--- src/sv/sha256_byte_stream_hasher_defines.svh ---
// Assertion macros used by the hasher's RTL.
`ifndef SHA256_BYTE_STREAM_HASHER_DEFINES_SVH
`define SHA256_BYTE_STREAM_HASHER_DEFINES_SVH

// Same-cycle implication, sampled on clk and switched off while in reset.
`define SBH_ASSERT_NOW(lbl, ante, cons, msg) \
  lbl: assert property (@(posedge clk) disable iff (!rst_n) (ante) |-> (cons)) else $error(msg);

// Next-cycle implication, sampled on clk and switched off while in reset.
`define SBH_ASSERT_NEXT(lbl, ante, cons, msg) \
  lbl: assert property (@(posedge clk) disable iff (!rst_n) (ante) |=> (cons)) else $error(msg);

`endif

--- src/sv/sha256bsh_pkg.sv ---
// Types, constants and round functions for the SHA-256 byte stream hasher.
package sha256bsh_pkg;

  typedef struct packed {
    logic [7:0] data_byte;
    logic       has_byte;
    logic       last;
  } in_item_t;

  typedef struct packed {
    logic [63:0] digest_word;
    logic [1:0]  word_index;
    logic        last_word;
    logic        length_overflow;
  } out_item_t;

  typedef enum logic [2:0] {
    ST_IDLE,
    ST_PAD,
    ST_ROUND,
    ST_ADD,
    ST_OUT
  } sbh_state_t;

  localparam logic [7:0] PAD_BYTE = 8'h80;
  localparam logic [5:0] LEN_POS  = 6'd56;
  localparam logic [5:0] LAST_POS = 6'd63;
  localparam logic [5:0] LAST_RND = 6'd63;
  localparam logic [1:0] LAST_IDX = 2'd3;

  localparam logic [31:0] SHA_IV [8] = '{
    32'h6a09e667, 32'hbb67ae85, 32'h3c6ef372, 32'ha54ff53a,
    32'h510e527f, 32'h9b05688c, 32'h1f83d9ab, 32'h5be0cd19
  };

  localparam logic [31:0] SHA_K [64] = '{
    32'h428a2f98, 32'h71374491, 32'hb5c0fbcf, 32'he9b5dba5, 32'h3956c25b, 32'h59f111f1,
    32'h923f82a4, 32'hab1c5ed5, 32'hd807aa98, 32'h12835b01, 32'h243185be, 32'h550c7dc3,
    32'h72be5d74, 32'h80deb1fe, 32'h9bdc06a7, 32'hc19bf174, 32'he49b69c1, 32'hefbe4786,
    32'h0fc19dc6, 32'h240ca1cc, 32'h2de92c6f, 32'h4a7484aa, 32'h5cb0a9dc, 32'h76f988da,
    32'h983e5152, 32'ha831c66d, 32'hb00327c8, 32'hbf597fc7, 32'hc6e00bf3, 32'hd5a79147,
    32'h06ca6351, 32'h14292967, 32'h27b70a85, 32'h2e1b2138, 32'h4d2c6dfc, 32'h53380d13,
    32'h650a7354, 32'h766a0abb, 32'h81c2c92e, 32'h92722c85, 32'ha2bfe8a1, 32'ha81a664b,
    32'hc24b8b70, 32'hc76c51a3, 32'hd192e819, 32'hd6990624, 32'hf40e3585, 32'h106aa070,
    32'h19a4c116, 32'h1e376c08, 32'h2748774c, 32'h34b0bcb5, 32'h391c0cb3, 32'h4ed8aa4a,
    32'h5b9cca4f, 32'h682e6ff3, 32'h748f82ee, 32'h78a5636f, 32'h84c87814, 32'h8cc70208,
    32'h90befffa, 32'ha4506ceb, 32'hbef9a3f7, 32'hc67178f2
  };

  function automatic logic [31:0] big_sigma0(input logic [31:0] x);
    return {x[1:0], x[31:2]} ^ {x[12:0], x[31:13]} ^ {x[21:0], x[31:22]};
  endfunction

  function automatic logic [31:0] big_sigma1(input logic [31:0] x);
    return {x[5:0], x[31:6]} ^ {x[10:0], x[31:11]} ^ {x[24:0], x[31:25]};
  endfunction

  function automatic logic [31:0] small_sigma0(input logic [31:0] x);
    return {x[6:0], x[31:7]} ^ {x[17:0], x[31:18]} ^ {3'b000, x[31:3]};
  endfunction

  function automatic logic [31:0] small_sigma1(input logic [31:0] x);
    return {x[16:0], x[31:17]} ^ {x[18:0], x[31:19]} ^ {10'b0, x[31:10]};
  endfunction

endpackage

--- src/sv/sha256_byte_stream_hasher.sv ---
// SHA-256 over a byte stream: byte packing, padding sequencer and one round unit.
// Each word carries at most one message byte; a word with last set closes the message, and
// the 256-bit digest then leaves as four 64-bit words, most significant first. A byte that
// does not complete a 64-byte block is taken without a stall. The byte that completes a block
// starts a compression on the single round unit: the rounds, then a fold of the result
// into the hash words, during which no word is taken. On last, the padding is fed through
// the same byte path one byte per cycle between compressions (the 0x80 byte, zero fill and
// eight length bytes, 9 to 72 bytes in all), with one or two compressions, after which the
// four digest words are offered one per cycle as the receiver allows. A bit length beyond
// 64 bits wraps and raises length_overflow on all four digest words.
`include "sha256_byte_stream_hasher_defines.svh"

module sha256_byte_stream_hasher (
  input  logic                    clk,
  input  logic                    rst_n,
  input  logic                    in_valid,
  output logic                    in_stall,
  input  sha256bsh_pkg::in_item_t  in_item,
  output logic                    out_valid,
  input  logic                    out_stall,
  output sha256bsh_pkg::out_item_t out_item
);
  import sha256bsh_pkg::*;

  sbh_state_t  state_r, state_nxt;
  logic [31:0] hash_r [8];
  logic [31:0] hash_nxt [8];
  logic [31:0] v_r [8];
  logic [31:0] v_nxt [8];
  logic [31:0] win_r [16];
  logic [31:0] win_nxt [16];
  logic [23:0] acc_r, acc_nxt;
  logic [5:0]  fill_r, fill_nxt;
  logic [63:0] bit_length_r, bit_length_nxt;
  logic        overflow_r, overflow_nxt;
  logic [5:0]  rnd_r, rnd_nxt;
  logic [1:0]  widx_r, widx_nxt;
  logic        pad_first_r, pad_first_nxt;
  logic        len_ok_r, len_ok_nxt;
  logic        final_r, final_nxt;
  logic        ret_pad_r, ret_pad_nxt;

  logic        in_acc;
  logic        out_acc;
  logic        push_en;
  logic [7:0]  push_byte;
  logic [7:0]  len_byte;
  logic        blk_done;
  logic [31:0] word_new;
  logic [31:0] sched_new;
  logic [31:0] t1;
  logic [31:0] t2;
  logic [64:0] len_sum;

  assign in_acc  = in_valid && !in_stall;
  assign out_acc = out_valid && !out_stall;

  // Length bytes go out big-endian at block positions 56 to 63.
  assign len_byte = 8'(bit_length_r >> {~fill_r[2:0], 3'b000});

  // Byte source: the input channel when idle, the padding sequencer in ST_PAD, none in other states.
  always_comb begin
    push_en   = 1'b0;
    push_byte = 8'h00;
    case (state_r)
      ST_IDLE: begin
        push_en   = in_acc && in_item.has_byte;
        push_byte = in_item.data_byte;
      end
      ST_PAD: begin
        push_en = 1'b1;
        if (pad_first_r) begin
          push_byte = PAD_BYTE;
        end else if (len_ok_r && (fill_r >= LEN_POS)) begin
          push_byte = len_byte;
        end else begin
          push_byte = 8'h00;
        end
      end
      default: begin
        push_en   = 1'b0;
        push_byte = 8'h00;
      end
    endcase
  end

  assign blk_done = push_en && (fill_r == LAST_POS);
  assign word_new = {acc_r, push_byte};

  // Round unit and message schedule.
  assign sched_new = small_sigma1(win_r[14]) + win_r[9] + small_sigma0(win_r[1]) + win_r[0];
  assign t1 = v_r[7] + big_sigma1(v_r[4]) + ((v_r[4] & v_r[5]) ^ (~v_r[4] & v_r[6]))
            + SHA_K[rnd_r] + win_r[0];
  assign t2 = big_sigma0(v_r[0])
            + ((v_r[0] & v_r[1]) ^ (v_r[0] & v_r[2]) ^ (v_r[1] & v_r[2]));
  assign len_sum = {1'b0, bit_length_r} + 65'd8;

  // Next state.
  always_comb begin
    state_nxt = state_r;
    case (state_r)
      ST_IDLE: begin
        if (blk_done) begin
          state_nxt = ST_ROUND;
        end else if (in_acc && in_item.last) begin
          state_nxt = ST_PAD;
        end
      end
      ST_PAD: begin
        if (blk_done) begin
          state_nxt = ST_ROUND;
        end
      end
      ST_ROUND: begin
        if (rnd_r == LAST_RND) begin
          state_nxt = ST_ADD;
        end
      end
      ST_ADD: begin
        if (final_r) begin
          state_nxt = ST_OUT;
        end else if (ret_pad_r) begin
          state_nxt = ST_PAD;
        end else begin
          state_nxt = ST_IDLE;
        end
      end
      ST_OUT: begin
        if (out_acc && (widx_r == LAST_IDX)) begin
          state_nxt = ST_IDLE;
        end
      end
      default: state_nxt = ST_IDLE;
    endcase
  end

  // Outputs.
  always_comb begin
    in_stall                 = (state_r != ST_IDLE);
    out_valid                = (state_r == ST_OUT);
    out_item.digest_word     = {hash_r[{widx_r, 1'b0}], hash_r[{widx_r, 1'b1}]};
    out_item.word_index      = widx_r;
    out_item.last_word       = (widx_r == LAST_IDX);
    out_item.length_overflow = overflow_r;
  end

  // Datapath.
  always_comb begin
    hash_nxt       = hash_r;
    v_nxt          = v_r;
    win_nxt        = win_r;
    acc_nxt        = acc_r;
    fill_nxt       = fill_r;
    bit_length_nxt = bit_length_r;
    overflow_nxt   = overflow_r;
    rnd_nxt        = rnd_r;
    widx_nxt       = widx_r;
    pad_first_nxt  = pad_first_r;
    len_ok_nxt     = len_ok_r;
    final_nxt      = final_r;
    ret_pad_nxt    = ret_pad_r;

    if (push_en) begin
      acc_nxt  = word_new[23:0];
      fill_nxt = fill_r + 6'd1;
      if (fill_r[1:0] == 2'b11) begin
        for (int i = 0; i < 15; i++) begin
          win_nxt[i] = win_r[i + 1];
        end
        win_nxt[15] = word_new;
      end
    end

    if (blk_done) begin
      v_nxt   = hash_r;
      rnd_nxt = '0;
    end

    case (state_r)
      ST_IDLE: begin
        if (push_en) begin
          bit_length_nxt = len_sum[63:0];
          overflow_nxt   = overflow_r | len_sum[64];
        end
        if (in_acc && in_item.last) begin
          pad_first_nxt = 1'b1;
          final_nxt     = 1'b0;
        end
        if (blk_done) begin
          ret_pad_nxt = in_item.last;
        end
      end
      ST_PAD: begin
        pad_first_nxt = 1'b0;
        if (pad_first_r) begin
          // The length fits in this block only if the marker lands before its last eight bytes.
          len_ok_nxt = (fill_r < LEN_POS);
        end
        if (blk_done) begin
          ret_pad_nxt = 1'b1;
          len_ok_nxt  = 1'b1;
          final_nxt   = !pad_first_r && len_ok_r;
        end
      end
      ST_ROUND: begin
        v_nxt[7] = v_r[6];
        v_nxt[6] = v_r[5];
        v_nxt[5] = v_r[4];
        v_nxt[4] = v_r[3] + t1;
        v_nxt[3] = v_r[2];
        v_nxt[2] = v_r[1];
        v_nxt[1] = v_r[0];
        v_nxt[0] = t1 + t2;
        for (int i = 0; i < 15; i++) begin
          win_nxt[i] = win_r[i + 1];
        end
        win_nxt[15] = sched_new;
        rnd_nxt     = rnd_r + 6'd1;
      end
      ST_ADD: begin
        for (int i = 0; i < 8; i++) begin
          hash_nxt[i] = hash_r[i] + v_r[i];
        end
        widx_nxt = '0;
      end
      ST_OUT: begin
        if (out_acc) begin
          widx_nxt = widx_r + 2'd1;
          if (widx_r == LAST_IDX) begin
            hash_nxt       = SHA_IV;
            bit_length_nxt = '0;
            overflow_nxt   = 1'b0;
            final_nxt      = 1'b0;
            ret_pad_nxt    = 1'b0;
          end
        end
      end
      default: begin
        rnd_nxt = rnd_r;
      end
    endcase
  end

  always_ff @(posedge clk) begin
    if (!rst_n) begin
      state_r      <= ST_IDLE;
      hash_r       <= SHA_IV;
      fill_r       <= '0;
      bit_length_r <= '0;
      overflow_r   <= 1'b0;
      rnd_r        <= '0;
      widx_r       <= '0;
      pad_first_r  <= 1'b0;
      len_ok_r     <= 1'b0;
      final_r      <= 1'b0;
      ret_pad_r    <= 1'b0;
    end else begin
      state_r      <= state_nxt;
      hash_r       <= hash_nxt;
      fill_r       <= fill_nxt;
      bit_length_r <= bit_length_nxt;
      overflow_r   <= overflow_nxt;
      rnd_r        <= rnd_nxt;
      widx_r       <= widx_nxt;
      pad_first_r  <= pad_first_nxt;
      len_ok_r     <= len_ok_nxt;
      final_r      <= final_nxt;
      ret_pad_r    <= ret_pad_nxt;
    end
  end

  always_ff @(posedge clk) begin
    v_r   <= v_nxt;
    win_r <= win_nxt;
    acc_r <= acc_nxt;
  end

  // A digest is only ever shown once the padded message has ended on a block boundary.
  `SBH_ASSERT_NOW(a_out_aligned, out_valid, fill_r == 6'd0, "digest shown mid-block")
  `SBH_ASSERT_NEXT(a_round_end, (state_r == ST_ROUND) && (rnd_r == LAST_RND), state_r == ST_ADD, "round count overran")
  `SBH_ASSERT_NEXT(a_restart, out_acc && (widx_r == LAST_IDX), (state_r == ST_IDLE) && (bit_length_r == 64'd0) && !overflow_r, "no reinitialisation after digest")
  `SBH_ASSERT_NEXT(a_bare_last, in_acc && in_item.last && !in_item.has_byte, state_r == ST_PAD, "bare last did not start padding")

endmodule
--- config.mk ---
export PLATFORM = sky130hd
export DESIGN_NAME = sha256_byte_stream_hasher
export DESIGN_NICKNAME = d
export VERILOG_FILES = /design/src/sv/sha256bsh_pkg.sv /design/src/sv/sha256_byte_stream_hasher.sv
export VERILOG_INCLUDE_DIRS = /design/src /design/src/sv
export SDC_FILE = /design/constraint.sdc
export NUM_CORES = 2
export LEC_CHECK = 0
export CORE_MARGIN = 5
export CORE_UTILIZATION = 36
export CTS_CLUSTER_SIZE = 40
export DETAILED_ROUTE_END_ITERATION = 10
export DONT_BUFFER_PORTS = 1
export PLACE_DENSITY_LB_ADDON = 0.2
export REMOVE_ABC_BUFFERS = 1
export SLEW_MARGIN = 15
export SYNTH_ARGS = -nofsm -noshare
export SYNTH_HDL_FRONTEND = slang
export SYNTH_SLANG_ARGS = --single-unit
--- constraint.sdc ---
create_clock -name clk -period 15 [get_ports clk]
set_clock_uncertainty 0.15 [all_clocks]
set_input_delay 0.75 -clock clk [delete_from_list [all_inputs] [get_ports clk]]
set_output_delay 0.75 -clock clk [all_outputs]
set_load 0.05 [all_outputs]
==> flow_summary.toml <==
[outcome]
status = "finished, final reports clean"

[placement]
dpl_worst_slack_ps = 5428
place_congestion = 0.9381
port_buffers = 0
dp_hpwl_um = 180600

[routing]
totalWireLength_um = 246100
antenna_left = 0
first_iter_violations = 5326
vias_per_cell = 5.576
wl_per_cell_um = 25.85
drc = 0
dr.pass1.iters = 5
dr_total_vias = 53076

[min_path]
hold_depth = 2
hp-class = "in -> reg"
hold_path_end = "widx_r[1]$_SDFFE_PN0P_"
hp-start = "out_stall"

[die]
pin_count = 84
die_w_um = 450.8
fp.dieH_um = 450.8
core-area_mm2 = 0.1930
initial_utilization_pct = 36.25
row_count = 161
die_area_mm2 = 0.2032

[clock_network]
cts-root-buf = "clkbuf_16"
clockBufferDepth = 3
cts.sinks = 1131
clkTransAtPathRegs_ps = 70
insertion_delay_ps = 820
cts_tree = "yes"
cts-htree-levels = 4
post_cts_resized = 0
cts_made_buffers = 138

[setup_path]
path_common_cell = "o21ai_0"
crit_arrival_ps = 10160
critPathTopFamily = "compound AO/OA/AOI/OAI gates"
critPathMaxFanout = 14
r2r_cells = 36
required_ps = 15370
path_buf_inv = 4
path_class = "reg -> reg"
regToRegEndpoint = "v_r[255]$_DFFE_PP_"
slowest_delay_ps = 920
crit_slowest_cell = "ha_1"
cp-start-kind = "register"
rr_startpoint = "rnd_r[1]$_SDFFE_PN0P_"
end_kind = "register"
ff2ff_setup_slack_ps = 5210

[global_routing]
grtUsageMet1_pct = 35.07
grtUsageMet3_pct = 3.743
antenna_found_initial = 5
grt_use_total_pct = 23.51
grt_pass1_vias = 49750
grt_first_pass_wirelength_um = 353600
gr-usage-met2_pct = 35.71
top_usage_layer = "met2"
gr-total-overflow = 0
grt_max_degree = 174

[sta]
drv_slew = 0
max_slew_margin_pct = 20.59
post-route-period-util_pct = 65.28
tightest_slew_ps = 1179
clock.fmax_mhz = 102.1
rsz0062_at_grt = "false"
fin_hold_ws_ps = 90.37
finalSetupViolCount = 0
layout_min_cycle_time_ps = 9793
setup_slack_ps = 5207
finalHoldViolations = 0

[power]
powerDensity_mw_per_mm2 = 89.94
leakagePower_nw = 30.05
intPower_mw = 5.352
sequentialPowerShare_pct = 48.1
p_sw_mw = 1.590
ir_drop_v = 0.00008802
comb_power_share_pct = 3.8
finalPower_mw = 6.942
p_sw_share_pct = 22.91
pwr-share-clk_pct = 48.1

[synth]
ys_seq_area_share_pct = 43.70
synth_area_leaders = "edfxtp_1, dfxtp_1, ha_1"
syn_area_mm2 = 0.06995
synth_edf_count = 792
yosysWarnings = 0
synthFlopType = "edfxtp_1"
synth_seq_cells = 1131
synth_cell_types = 100
async_flop_share_pct = 0
synth_top_area_cell = "edfxtp_1"
synth_cells = 6968
synth.avg_cell_area_um2 = 10.04
netlist.area_leader.share_pct = 34.00

[finish]
final_common_cell = "nand2_1"
drive_gt1_share_pct = 6.640
layout_common_cells = "nand2_1, edfxtp_1, inv_1"
nets = 7487
syn2layout_area_growth_pct = 10.35

[run]
cap_viol_max_count = 0
==> logic make-up after synthesis <==
kind of cell             after synthesis  synth area share [%]
adder cells (fa/ha/maj)              601                 12.83
buffers and inverters                819                 4.416
XOR/XNOR                             617                 7.726
flip-flops                          1131                 43.70
multiplexers                         133                 3.426
AND/OR/NAND/NOR                     1999                 12.78
AO/OA/AOI/OAI                       1668                 15.12
==> cells in the mapped netlist, types with 36 or more instances <==
master	n
inv_1	497
a21o_1	207
a211oi_1	63
ha_1	403
o21ai_0	472
dfxtp_1	339
mux4_2	82
clkbuf_1	261
nand2_1	992
nor3_1	108
and2_1	65
buf_1	51
nor2_1	352
and3_1	47
o21bai_1	36
xnor2_1	351
nor2b_1	71
fa_1	195
or3_1	36
o22ai_1	59
a21oi_1	397
xor2_1	266
o211ai_1	44
o31ai_1	36
nand2b_1	67
o21a_1	81
edfxtp_1	792
nand3_1	162
==> worst register-to-register path, delay by kind of cell, from the launching register on <==
family | cells | cell delay [ps]
adders and majority gates | 5 | 2510
DFF | 1 | 340
AOI/OAI and AO/OA | 21 | 4570
and+or+nand+nor | 4 | 950
buffers and inverters | 4 | 680
xor gates and xnor gates | 2 | 330
==> how the worst max path moves through the flow <==
| stage | from | to | slack, ps | cells past startpoint |
|---|---|---|---|---|
| 2_1_floorplan | state_r[2]$_SDFFE_PN0P_ | win_r[0]$_DFFE_PP_ | -13750 | 3 |
| 3_3_place_gp | rnd_r[1]$_SDFFE_PN0P_ | v_r[254]$_DFFE_PP_ | 5420 | 36 |
| 3_5_place_dp | rnd_r[1]$_SDFFE_PN0P_ | v_r[254]$_DFFE_PP_ | 5430 | 36 |
| 4_1_cts | rnd_r[1]$_SDFFE_PN0P_ | v_r[254]$_DFFE_PP_ | 5350 | 36 |
| 5_1_grt | rnd_r[1]$_SDFFE_PN0P_ | v_r[254]$_DFFE_PP_ | 4650 | 33 |
| 6_report | rnd_r[1]$_SDFFE_PN0P_ | v_r[255]$_DFFE_PP_ | 5210 | 36 |
==> layer usage <==
| metal | part of all wire [%] | wire, um |
|---|---|---|
| met5 | 0 | 0 |
| met4 | 2.4 | 5927 |
| met3 | 6.7 | 16400 |
| met2 | 44 | 107500 |
| met1 | 47 | 116300 |
==> sequential cells by signal, summed over array words and instances, names as in the netlist, 2 cells and up <==
signal / count
widx_r: 2
hash_r: 256
fill_r: 6
v_r: 256
acc_r: 24
bit_length_r: 61
state_r: 3
win_r: 512
rnd_r: 6
==> per-stage QoR <==
stage                     util [%]  cell area (um^2)  std cells  setup TNS, ps
final                        40.00             77180       9518              0
after CTS                    39.99             77170       9514              0
after detailed placement     37.63             72630       9256              0
after floorplan                  -             68740       6651       -8017590
after global routing         39.99             77180       9515              0
after global placement       37.63             72630       9256              0
==> repair_timing <==
action / 4_1_cts / 5_1_grt
hold endpoints to repair: 171 / 0
hold buffers: 5 / 0
setup buffers: 0 / 0
==> layout make-up <==
class | count | area, um^2
Fill cell | 18982 | 115800
Tap cell | 2526 | 3161
Antenna cell | 4 | 10.01
Clock buffer | 181 | 3687
Multi-Input combinational cell | 5018 | 36380
Clock inverter | 72 | 769.5
Timing Repair Buffer | 84 | 703.2
Sequential cell | 1131 | 30580
Inverter | 502 | 1884
==> power by group through the flow <==
stage	logic (mW)	clock network (mW)	registers, mW
5_1_grt	0.289	3.55	3.34
3_5_place_dp	0.246	0	3.41
2_1_floorplan	0.174	0	3.41
6_report	0.264	3.34	3.34
3_3_place_gp	0.245	0	3.41
4_1_cts	0.262	3.42	3.34
Power figures use the tool's default switching activity.
